--- config.mk ---
export PLATFORM = sky130hd
export DESIGN_NAME = fixed_point_asset_to_decimal_text_top
export DESIGN_NICKNAME = d
export VERILOG_FILES = /design/src/sv/fpat_pkg.sv /design/src/sv/fixed_point_asset_to_decimal_text_top.sv /design/src/sv/fpat_front.sv /design/src/sv/fpat_job_q.sv /design/src/sv/fpat_back.sv
export SDC_FILE = /design/constraint.sdc
export NUM_CORES = 1
export LEC_CHECK = 0
export BUFFER_PORTS_ARGS = -buffer_cell sky130_fd_sc_hd__buf_2
export CAP_MARGIN = 20
export CORE_ASPECT_RATIO = 1.25
export CORE_UTILIZATION = 55
export CTS_CLUSTER_DIAMETER = 200
export CTS_CLUSTER_SIZE = 12
export DETAILED_ROUTE_END_ITERATION = 6
export PLACE_DENSITY = 0.84
export RECOVER_POWER = 25
export SLEW_MARGIN = 20
export SYNTH_ARGS = -nofsm -noshare
export SYNTH_HDL_FRONTEND = slang
export SYNTH_SLANG_ARGS = --single-unit
--- constraint.sdc ---
create_clock -name i_clk -period 31.1 [get_ports i_clk]
set_input_delay 3.11 -clock i_clk [delete_from_list [all_inputs] [get_ports i_clk]]
set_output_delay 3.11 -clock i_clk [all_outputs]
set_load 0.05 [all_outputs]
--- src/sv/fpat_pkg.sv ---
// Shared types and constants for the fixed-point amount to decimal text block.
// No dependencies; every other file imports this package.
package fpat_pkg;

    localparam int AMT_W      = 64;
    localparam int SYM_W      = 64;
    localparam int CHAR_W     = 8;
    localparam int PREC_W     = 5;   // holds 0..18 once range checked
    localparam int NUM_DIGITS = 20;  // 2^63 has 19 digits, 2^64-1 has 20
    localparam int DIG_IDX_W  = 5;
    localparam int TICK_BYTES = 7;
    localparam int TLEN_W     = 3;
    localparam int BIT_CNT_W  = 6;

    localparam logic [CHAR_W-1:0] CH_ZERO  = 8'h30;
    localparam logic [CHAR_W-1:0] CH_MINUS = 8'h2d;
    localparam logic [CHAR_W-1:0] CH_POINT = 8'h2e;
    localparam logic [CHAR_W-1:0] CH_SPACE = 8'h20;
    localparam logic [CHAR_W-1:0] CH_NUL   = 8'h00;

    typedef struct packed {
        logic signed [AMT_W-1:0] amount;
        logic [SYM_W-1:0]        symbol_word;
    } t_in;

    typedef struct packed {
        logic [CHAR_W-1:0] text_char;
        logic              last;
        logic              error;
    } t_out;

    // Classified job handed from front to back
    typedef struct packed {
        logic                       err;
        logic                       neg;
        logic [AMT_W-1:0]           mag;
        logic [PREC_W-1:0]          prec;
        logic [TICK_BYTES*8-1:0]    tick;
        logic [TLEN_W-1:0]          tlen;
    } t_job;

    typedef enum logic [3:0] {
        ST_IDLE,
        ST_CONV,
        ST_FIND,
        ST_ERR,
        ST_SIGN,
        ST_INT,
        ST_POINT,
        ST_FRAC,
        ST_SPACE,
        ST_TICK
    } t_state;

endpackage

--- src/sv/fixed_point_asset_to_decimal_text_top.sv ---
// Top level of the fixed-point amount to decimal text formatter.
// Instantiates fpat_front, fpat_job_q and fpat_back; uses fpat_pkg.
//
// Each input word carries a signed 64-bit amount and a symbol word (low byte
// precision, bytes 1..7 ticker, zero terminated). The block answers with one
// output word per character: optional '-', integer digits, '.', exactly
// precision fraction digits, ' ', ticker characters; last marks the final
// character. A precision above MAX_PRECISION yields a single word with char 0,
// last 1 and error 1. An item is held in the front register, then the back end
// converts the magnitude to BCD with a shift-and-add-3 loop over all 64 bits,
// locates the leading digit, then emits one character per cycle while the output
// queue has room, up to 29 characters per item. The two-entry job queue lets the
// front accept up to three further items while the back works; a two-entry output
// queue lets emission run ahead of pop.
module fixed_point_asset_to_decimal_text_top #(
    parameter int MAX_PRECISION = 18,
    parameter int TICKER_CHARS  = 7
) (
    input  logic           i_clk,
    input  logic           i_rst_n,
    input  logic           push,
    output logic           full,
    input  fpat_pkg::t_in  i_in_word,
    output logic           empty,
    input  logic           pop,
    output fpat_pkg::t_out o_out_word
);
    import fpat_pkg::*;

    logic front_vld;
    t_job front_job;
    logic q_full;
    logic q_empty;
    logic q_pop;
    t_job q_job;

    // classify and register incoming words
    fpat_front #(
        .MAX_PRECISION (MAX_PRECISION),
        .TICKER_CHARS  (TICKER_CHARS)
    ) u_front (
        .i_clk      (i_clk),
        .i_rst_n    (i_rst_n),
        .push       (push),
        .full       (full),
        .i_in_word  (i_in_word),
        .o_job_vld  (front_vld),
        .o_job      (front_job),
        .i_job_full (q_full)
    );

    // decoupling queue
    fpat_job_q u_job_q (
        .i_clk   (i_clk),
        .i_rst_n (i_rst_n),
        .i_push  (front_vld),
        .i_job   (front_job),
        .o_full  (q_full),
        .i_pop   (q_pop),
        .o_empty (q_empty),
        .o_job   (q_job)
    );

    // BCD conversion and character sequencing
    fpat_back u_back (
        .i_clk       (i_clk),
        .i_rst_n     (i_rst_n),
        .i_job_empty (q_empty),
        .i_job       (q_job),
        .o_job_pop   (q_pop),
        .empty       (empty),
        .pop         (pop),
        .o_out_word  (o_out_word)
    );

endmodule

--- src/sv/fpat_front.sv ---
// Front end: accepts input words, computes sign, magnitude, precision check
// and ticker length, and holds the classified job in one register. Uses fpat_pkg.
module fpat_front #(
    parameter int MAX_PRECISION = 18,
    parameter int TICKER_CHARS  = 7
) (
    input  logic          i_clk,
    input  logic          i_rst_n,
    input  logic          push,
    output logic          full,
    input  fpat_pkg::t_in i_in_word,
    output logic          o_job_vld,
    output fpat_pkg::t_job o_job,
    input  logic          i_job_full
);
    import fpat_pkg::*;

    logic              r_vld;
    t_job              r_job;
    t_job              n_job;
    logic [CHAR_W-1:0] prec8;
    logic              stop;

    always_comb begin
        prec8      = i_in_word.symbol_word[7:0];
        n_job.err  = prec8 > CHAR_W'(MAX_PRECISION);
        n_job.neg  = i_in_word.amount[AMT_W-1];
        n_job.mag  = n_job.neg ? (~i_in_word.amount + 64'd1) : i_in_word.amount;
        n_job.prec = prec8[PREC_W-1:0];
        n_job.tick = i_in_word.symbol_word[SYM_W-1:8];
        n_job.tlen = '0;
        stop       = 1'b0;
        for (int i = 0; i < TICK_BYTES; i++) begin
            if (!stop && (i < TICKER_CHARS) && (n_job.tick[i*8 +: 8] != CH_NUL)) begin
                n_job.tlen = n_job.tlen + TLEN_W'(1);
            end else begin
                stop = 1'b1;
            end
        end
    end

    assign full      = r_vld && i_job_full;
    assign o_job_vld = r_vld;
    assign o_job     = r_job;

    always_ff @(posedge i_clk) begin
        if (!i_rst_n) begin
            r_vld <= 1'b0;
        end else if (!full) begin
            r_vld <= push;
        end
    end

    always_ff @(posedge i_clk) begin
        if (!full && push) begin
            r_job <= n_job;
        end
    end

endmodule

--- src/sv/fpat_job_q.sv ---
// Two-entry job queue between front and back.
// Uses fpat_pkg for the job type.
module fpat_job_q (
    input  logic           i_clk,
    input  logic           i_rst_n,
    input  logic           i_push,
    input  fpat_pkg::t_job i_job,
    output logic           o_full,
    input  logic           i_pop,
    output logic           o_empty,
    output fpat_pkg::t_job o_job
);
    import fpat_pkg::*;

    localparam int DEPTH = 2;
    localparam int PTR_W = $clog2(DEPTH);

    t_job             r_mem [DEPTH];
    logic [PTR_W-1:0] r_wp;
    logic [PTR_W-1:0] r_rp;
    logic [PTR_W:0]   r_cnt;
    logic             do_push;
    logic             do_pop;

    assign o_full  = r_cnt == (PTR_W+1)'(DEPTH);
    assign o_empty = r_cnt == '0;
    assign o_job   = r_mem[r_rp];
    assign do_push = i_push && !o_full;
    assign do_pop  = i_pop && !o_empty;

    always_ff @(posedge i_clk) begin
        if (!i_rst_n) begin
            r_wp  <= '0;
            r_rp  <= '0;
            r_cnt <= '0;
        end else begin
            if (do_push) r_wp <= r_wp + PTR_W'(1);
            if (do_pop)  r_rp <= r_rp + PTR_W'(1);
            r_cnt <= r_cnt + (PTR_W+1)'(do_push) - (PTR_W+1)'(do_pop);
        end
    end

    always_ff @(posedge i_clk) begin
        if (do_push) begin
            r_mem[r_wp] <= i_job;
        end
    end

endmodule

--- src/sv/fpat_back.sv ---
// Back end: double-dabble conversion of the magnitude, one bit per cycle,
// then character sequencing into a two-entry output queue. Uses fpat_pkg.
module fpat_back (
    input  logic           i_clk,
    input  logic           i_rst_n,
    input  logic           i_job_empty,
    input  fpat_pkg::t_job i_job,
    output logic           o_job_pop,
    output logic           empty,
    input  logic           pop,
    output fpat_pkg::t_out o_out_word
);
    import fpat_pkg::*;

    localparam int ODEPTH = 2;
    localparam int OPTR_W = $clog2(ODEPTH);

    t_state                          r_st, n_st;
    t_job                            r_job;
    logic [AMT_W-1:0]                r_bin;
    logic [NUM_DIGITS-1:0][3:0]      r_bcd;
    logic [NUM_DIGITS-1:0][3:0]      adj;
    logic [NUM_DIGITS*4-1:0]         adj_flat;
    logic [BIT_CNT_W-1:0]            r_cnt;
    logic [DIG_IDX_W-1:0]            r_idx;
    logic [DIG_IDX_W-1:0]            msd;
    logic [DIG_IDX_W-1:0]            start;
    logic [TLEN_W-1:0]               r_tk;
    logic [3:0]                      cur_dig;

    // character emitter
    logic  emit_vld;
    t_out  emit;
    logic  emit_go;

    // output queue
    t_out              r_omem [ODEPTH];
    logic [OPTR_W-1:0] r_owp;
    logic [OPTR_W-1:0] r_orp;
    logic [OPTR_W:0]   r_ocnt;
    logic              ofull;
    logic              opop;

    assign ofull   = r_ocnt == (OPTR_W+1)'(ODEPTH);
    assign empty   = r_ocnt == '0;
    assign o_out_word = r_omem[r_orp];
    assign opop    = pop && !empty;
    assign emit_go = emit_vld && !ofull;
    assign cur_dig = r_bcd[r_idx];
    assign o_job_pop = (r_st == ST_IDLE) && !i_job_empty;
    assign adj_flat = adj;

    always_comb begin
        for (int i = 0; i < NUM_DIGITS; i++) begin
            adj[i] = (r_bcd[i] >= 4'd5) ? r_bcd[i] + 4'd3 : r_bcd[i];
        end
    end

    always_comb begin
        msd = '0;
        for (int i = 0; i < NUM_DIGITS; i++) begin
            if (r_bcd[i] != 4'd0) msd = DIG_IDX_W'(i);
        end
        start = (msd > DIG_IDX_W'(r_job.prec)) ? msd : DIG_IDX_W'(r_job.prec);
    end

    // next state
    always_comb begin
        n_st = r_st;
        unique case (r_st)
            ST_IDLE:  if (!i_job_empty) n_st = i_job.err ? ST_ERR : ST_CONV;
            ST_CONV:  if (r_cnt == '1) n_st = ST_FIND;
            ST_FIND:  n_st = r_job.neg ? ST_SIGN : ST_INT;
            ST_ERR:   if (!ofull) n_st = ST_IDLE;
            ST_SIGN:  if (!ofull) n_st = ST_INT;
            ST_INT:   if (!ofull && r_idx == DIG_IDX_W'(r_job.prec)) n_st = ST_POINT;
            ST_POINT: if (!ofull) n_st = (r_job.prec == '0) ? ST_SPACE : ST_FRAC;
            ST_FRAC:  if (!ofull && r_idx == '0) n_st = ST_SPACE;
            ST_SPACE: if (!ofull) n_st = (r_job.tlen == '0) ? ST_IDLE : ST_TICK;
            ST_TICK:  if (!ofull && r_tk == r_job.tlen - TLEN_W'(1)) n_st = ST_IDLE;
            default:  n_st = ST_IDLE;
        endcase
    end

    // character outputs
    always_comb begin
        emit_vld       = 1'b1;
        emit.text_char = CH_NUL;
        emit.last      = 1'b0;
        emit.error     = 1'b0;
        unique case (r_st)
            ST_ERR: begin
                emit.last  = 1'b1;
                emit.error = 1'b1;
            end
            ST_SIGN:  emit.text_char = CH_MINUS;
            ST_INT, ST_FRAC: emit.text_char = CH_ZERO + CHAR_W'(cur_dig);
            ST_POINT: emit.text_char = CH_POINT;
            ST_SPACE: begin
                emit.text_char = CH_SPACE;
                emit.last      = r_job.tlen == '0;
            end
            ST_TICK: begin
                emit.text_char = r_job.tick[r_tk*8 +: 8];
                emit.last      = r_tk == r_job.tlen - TLEN_W'(1);
            end
            default: emit_vld = 1'b0;
        endcase
    end

    always_ff @(posedge i_clk) begin
        if (!i_rst_n) begin
            r_st <= ST_IDLE;
        end else begin
            r_st <= n_st;
        end
    end

    // datapath
    always_ff @(posedge i_clk) begin
        case (r_st)
            ST_IDLE: begin
                r_job <= i_job;
                r_bin <= i_job.mag;
                r_bcd <= '0;
                r_cnt <= '0;
            end
            ST_CONV: begin
                r_bcd <= {adj_flat[NUM_DIGITS*4-2:0], r_bin[AMT_W-1]};
                r_bin <= {r_bin[AMT_W-2:0], 1'b0};
                r_cnt <= r_cnt + BIT_CNT_W'(1);
            end
            ST_FIND: begin
                r_idx <= start;
                r_tk  <= '0;
            end
            ST_INT: begin
                if (!ofull && r_idx != '0) r_idx <= r_idx - DIG_IDX_W'(1);
            end
            ST_FRAC: begin
                if (!ofull && r_idx != '0) r_idx <= r_idx - DIG_IDX_W'(1);
            end
            ST_TICK: begin
                if (!ofull) r_tk <= r_tk + TLEN_W'(1);
            end
            default: ;
        endcase
    end

    always_ff @(posedge i_clk) begin
        if (!i_rst_n) begin
            r_owp  <= '0;
            r_orp  <= '0;
            r_ocnt <= '0;
        end else begin
            if (emit_go) r_owp <= r_owp + OPTR_W'(1);
            if (opop)    r_orp <= r_orp + OPTR_W'(1);
            r_ocnt <= r_ocnt + (OPTR_W+1)'(emit_go) - (OPTR_W+1)'(opop);
        end
    end

    always_ff @(posedge i_clk) begin
        if (emit_go) begin
            r_omem[r_owp] <= emit;
        end
    end

    a_ocnt_bound: assert property (@(posedge i_clk) disable iff (!i_rst_n)
        r_ocnt <= (OPTR_W+1)'(ODEPTH))
        else $error("output queue overfilled");

    a_no_emit_conv: assert property (@(posedge i_clk) disable iff (!i_rst_n)
        (r_st == ST_CONV || r_st == ST_FIND) |-> !emit_vld)
        else $error("character emitted during conversion");

    a_last_ends: assert property (@(posedge i_clk) disable iff (!i_rst_n)
        (emit_go && emit.last) |=> r_st == ST_IDLE)
        else $error("sequencer kept running after last character");

    a_conv_len: assert property (@(posedge i_clk) disable iff (!i_rst_n)
        (r_st == ST_FIND) |-> $past(r_st == ST_CONV) && r_cnt == '0)
        else $error("conversion did not run full length");

endmodule
; Word level (Yosys, flattened, before mapping)
; Memories as Yosys holds them, arrays and structs flattened. A register that Yosys moved wholly into a read port is not among the register bits.
; Index checks and enable logic that the tools add are counted.
[classes]
add_sub_neg = 40
magnitude_cmp = 23
n_eq_ne = 25
n_shift = 1
muxes = 89
n_bitwise = 1
reduce_logical = 68
[ops]
columns = op, count
row1 = one-hot mux 80 bit (2 select lines), 1
row2 = 2-to-1 mux 4 bit, 39
row3 = one-hot mux 64 bit (2 select lines), 1
row4 = >= comparator 4 x 3 -> 1 bit (second input constant), 20
row5 = adder 4 x 2 -> 4 bit (second input constant), 19
row6 = nonzero test 4 bit, 19
row7 = adder 64 x 1 -> 64 bit (second input constant), 1
row8 = NOT 64 bit, 1
row9 = 2-to-1 mux 63 bit, 1
row10 = nonzero test 8 bit, 7
row11 = variable part select 56 x 7 -> 8 bit, 1
row12 = one-hot mux 4 bit (10 select lines), 1
row13 = one-hot mux 8 bit (5 select lines), 1
row14 = 2-to-1 mux 3 bit, 12
row15 = 2-to-1 mux 5 bit, 6
row16 = adder 3 x 1 -> 3 bit (second input constant), 7
row17 = binary-select mux 4 bit (select 5 bit), 1
row18 = 2-to-1 mux 1 bit, 19
row19 = logical AND 1 bit, 17
row20 = == test 4 x 3 -> 1 bit (second input constant), 4
row21 = inequality test 2 bit (second input constant), 6
row22 = one-hot mux 6 bit (2 select lines), 1
row23 = logical NOT 1 bit, 10
row24 = logical NOT 5 bit, 2
row25 = other kinds (32), 50
[word_totals]
register_bits = 366
ram_bits = 280
wordCells = 292
memories = 2
[mem_list]
columns = name, words, width, read_ports, rd_ports_with_merged_regs, write_ports, line_no
row1 = u_job_q.r_mem, 2, 130, 1, 1, 1, fpat_job_q.sv:18  ; t_job r_mem [DEPTH];
row2 = u_back.r_omem, 2, 10, 1, 1, 1, fpat_back.sv:37  ; t_out r_omem [ODEPTH];

; Depth between registers and ports, before layout
[depth]
depth_word = 23
depth_mapped = 17
depth_no_buf = 17

; Cells and area by module
; From an unflattened synthesis, not the netlist that was laid out.
[unflattened]
hier_cells = 1866
area_unflattened_um2 = 28743.8
[modules_own_cells]
columns = mod, instances, cells_per_inst, area_per_inst_um2, seq_area_each_um2
row1 = fpat_back, 1, 1041, 13173.9, 7477.2
row2 = fpat_job_q, 1, 431, 9640.5, 7907.6
row3 = fpat_front, 1, 394, 5929.4, 3923.8

; Worst setup path after synthesis
; OpenSTA, ideal clock, no wires.
[synth_path]
kind = register to register
start = register u_back.r_st[2]
end = register u_back.r_bcd[0] (netlist bit), enable pin
arrival_ns = 10.906
required_time_ns = 30.257
setup_slack_ns = 19.351
path_stages_with_launch = 4
n_path_buf = 2
period_less_slack_ns = 11.749
path_cell_list = dfxtp_1 -> clkbuf_1 -> clkbuf_1 -> nor3_1
[synth_via]
elab_chain_cells = 2
word_cells_on_any_way = 3
classes_between = eq/ne: 1 / reduce/logical: 2
[synth_rtl]
columns = element, line_no
row1 = start: declaration, fpat_back.sv:18  ; t_state r_st, n_st;
row2 = start signal: assignment, fpat_back.sv:115  ; r_st <= n_st;
row3 = == test 4 x 1 -> 1 bit or logical NOT 4 bit (tied branches), fpat_back.sv:121  ; case (r_st)
row4 = nonzero test 2 bit (no line) (*), n/a
row5 = end signal: assignment, fpat_back.sv:129  ; r_bcd <= {adj_flat[NUM_DIGITS*4-2:0], r_bin[AMT_W-1]};
row6 = end: declaration, fpat_back.sv:21  ; logic [NUM_DIGITS-1:0][3:0] r_bcd;
; Every way passes the cells marked *; elsewhere a longest branch is shown, timed or not.
; A chain may end at the register's enable or synchronous reset.

==> impl_metrics.tcl <==
set metrics [dict create \
    grt_max_degree 129 \
    ys_types 66 \
    switching_share 0.318 \
    cts.hold.buffers_added 0 \
    nNetsFinal 2277 \
    drive_above_1_share 0.174 \
    cts_tree "yes" \
    cp.required_ps 31480 \
    crit_path_end_kind "flop" \
    cp.arrival_ps 6950 \
    intPower_mw 1.91 \
    p_per_area_nw_per_um2 89.3 \
    setup_ws_ps 24530 \
    ir_worst_vdd_mv 0.0555 \
    ys_ff_latch 648 \
    clk_pin_slew_worst_paths_ps 70 \
    place_ws_ps 23860 \
    timing.hold.ws_ps 435 \
    max_cap_violations 1 \
    hp-class "flop to flop" \
    insertion_delay_ps 630 \
    io_pins 144 \
    cts-buffers-inserted 59 \
    setup_violations 0 \
    timing.max_slew.rel_slack -0.880 \
    p_leak_nw 10.7 \
    yosys_warnings 0 \
    drt_iter0_drc 1255 \
    fmax_ghz 0.152 \
    hpwl_um 34500 \
    drv_slew 60 \
    ant_nets 0 \
    syn_inst 1934 \
    syn-mean-instance-area_um2 14.6 \
    fin_skew_ps 31.4 \
    root_buffer "clkbuf_16" \
    timing.final.crit_share 0.211 \
    power_frac_clock 0.231 \
    pwr-share-seq 0.495 \
    tightest_slew_ps 2820 \
    cp-start-kind "input pin" \
    grt_pass1_wl_um 84000 \
    routed_wl_um 53000 \
    combPwrFrac 0.274 \
    grt-ovfl-total 0 \
    grt_pass1_vias 16400 \
    syn_area_um2 28200 \
    vias 16200 \
    hold_violations 0 \
    htreeDepth 2 \
    die_area_um2 52200 \
    avgRoutedWirePerCell_um 19.1 \
    die_x_um 205 \
    die_h_um 255 \
    crit_type "input pin to flop" \
    dr.pass1.iters 7 \
    path_max_fanout 3 \
    async_reset_ff_frac 0 \
    area_growth_pct 11.0 \
    grt_antenna_before_repair 6 \
    synth-seq-area-share 0.684 \
    power.switching_mw 0.891 \
    syn-num-nets 2130 \
    outcome "finished, violations left" \
    drc 0 \
    post-cts-setup-buffer-count 0 \
    period_minus_slack_ps 6570 \
    finalSetupTns_ps 0 \
    violations "capacitance limit, slew limit" \
    routed_via_density 5.84 \
    io_buffers 143 \
    synth_edf_count 633 \
    grt_use_total 0.203 \
    cts_buffer_depth 3 \
    globalplace.congestion 0.886 \
    synthFlopType "edfxtp_1" \
    clock-sinks 648 \
    cts_resized 0 \
    core_um2 50500 \
    core.rowCount 92 \
    start_util 0.559 \
    grt_setup_unrepaired "false" \
]
==> flip-flops by register name (all words and copies together) (netlist names), named ones only <==
register	cells
u_back.r_bcd	80
u_back.r_bin	64
u_back.r_cnt	6
u_back.r_idx	5
u_back.r_job	65
u_back.r_ocnt	2
u_back.r_omem	20
u_back.r_orp	1
u_back.r_owp	1
u_back.r_st	4
u_back.r_tk	3
u_front.o_job	130
u_front.o_job_vld	1
u_job_q.r_cnt	2
u_job_q.r_mem	260
u_job_q.r_rp	1
u_job_q.r_wp	1
==> cell families after synthesis <==
logic type,count (synthesis),share of synthesized area
DFF,648,0.684
and+or+nand+nor,480,0.0846
AOI/OAI and AO/OA,289,0.0615
muxes,194,0.0847
buffers and inverters,138,0.0188
xor gates and xnor gates,121,0.0380
adders and majority gates,64,0.0284
==> layout make-up <==
class	count	area, µm²
Sequential cell	648	19300
Multi-Input combinational cell	1148	8420
Clock inverter	3	90.1
Timing Repair Buffer	159	840
Fill cell	3468	19200
Antenna cell	6	15.0
Inverter	65	244
Clock buffer	87	1580
Tap cell	658	823
==> layout by cell type (no fill, tap or decap), drive strengths merged, types with 4 or more instances in the layout <==
master / instances
a211oi: 8
a21oi: 73
a31oi: 9
and2: 13
and3: 4
buf: 159
clkbuf: 87
clkinv: 4
dfxtp: 15
diode: 6
edfxtp: 633
ha: 64
inv: 64
mux2: 80
mux2i: 86
mux4: 28
nand2: 154
nand2b: 30
nand3: 18
nand4: 8
nor2: 130
nor2b: 12
nor3: 31
nor3b: 14
nor4: 23
o211ai: 6
o21a: 5
o21ai: 120
o22ai: 6
o31ai: 22
o41ai: 17
or2: 6
or3: 9
or3b: 9
or4: 12
xnor2: 90
xor2: 30
==> path summary, 6_finish.rpt <==
| kind | from | end | slack [ps] | cells past startpoint |
|---|---|---|---|---|
| worst max register to register | u_job_q.r_cnt[0] | u_job_q.r_mem[1][48] | 27040 | 4 |
| worst min-delay path | u_front.o_job[110] | u_job_q.r_mem[1][110] | 440 | 0 |
| worst max-delay path | i_in_word[17] | u_front.o_job[2] | 24530 | 17 |
| worst min register to register | u_front.o_job[110] | u_job_q.r_mem[1][110] | 440 | 0 |
==> cells in the mapped netlist, types with 31 or more instances <==
cell type	n	area [µm²]
a21oi_1	73	365
clkbuf_1	54	203
edfxtp_1	633	19000
ha_1	64	801
inv_1	64	240
mux2_2	80	901
mux2i_1	86	861
nand2_1	152	571
nor2_1	130	488
nor3_1	31	155
o21ai_0	120	601
xnor2_1	90	788
==> routing by layer <==
layer  up-vias  share of wire  GRT usage  routed length [µm]
li1       7542              -          -                   -
met5         -              0          0                   0
met4         0          0.032     0.0798                1710
met3       113          0.050     0.0247                2630
met2       493           0.53      0.361               27900
met1      8059           0.39      0.250               20800
==> metrics by stage <==
stage               utilization  area (µm²)  total power, mW  cells
floorplan                     -       28200             1.99   1934
global placement          0.587       29700             2.11   2678
detailed placement        0.587       29700             2.16   2678
CTS                       0.620       31300             2.81   2768
global route              0.620       31300             2.94   2774
finish                    0.620       31300             2.80   2774
==> critical path, cell delays in order <==
cell,delay [ps]
buf_2,100
nor4_1,510
nand2_1,170
a31oi_1,250
ha_1,290
inv_1,60
a21oi_1,60
ha_1,280
mux2i_1,70
a21oi_1,310
ha_1,320
mux2_2,270
ha_1,190
a21boi_0,130
mux2i_1,230
mux2i_1,250
mux2_2,350
==> power groups by stage <==
stage | clock (mW) | sequential (mW) | combinational [mW]
2_1_floorplan | 0 | 1.37 | 0.612
3_3_place_gp | 0 | 1.39 | 0.724
5_1_grt | 0.687 | 1.41 | 0.845
4_1_cts | 0.657 | 1.38 | 0.770
3_5_place_dp | 0 | 1.40 | 0.762
6_report | 0.647 | 1.39 | 0.766
Power figures use the tool's default switching activity.
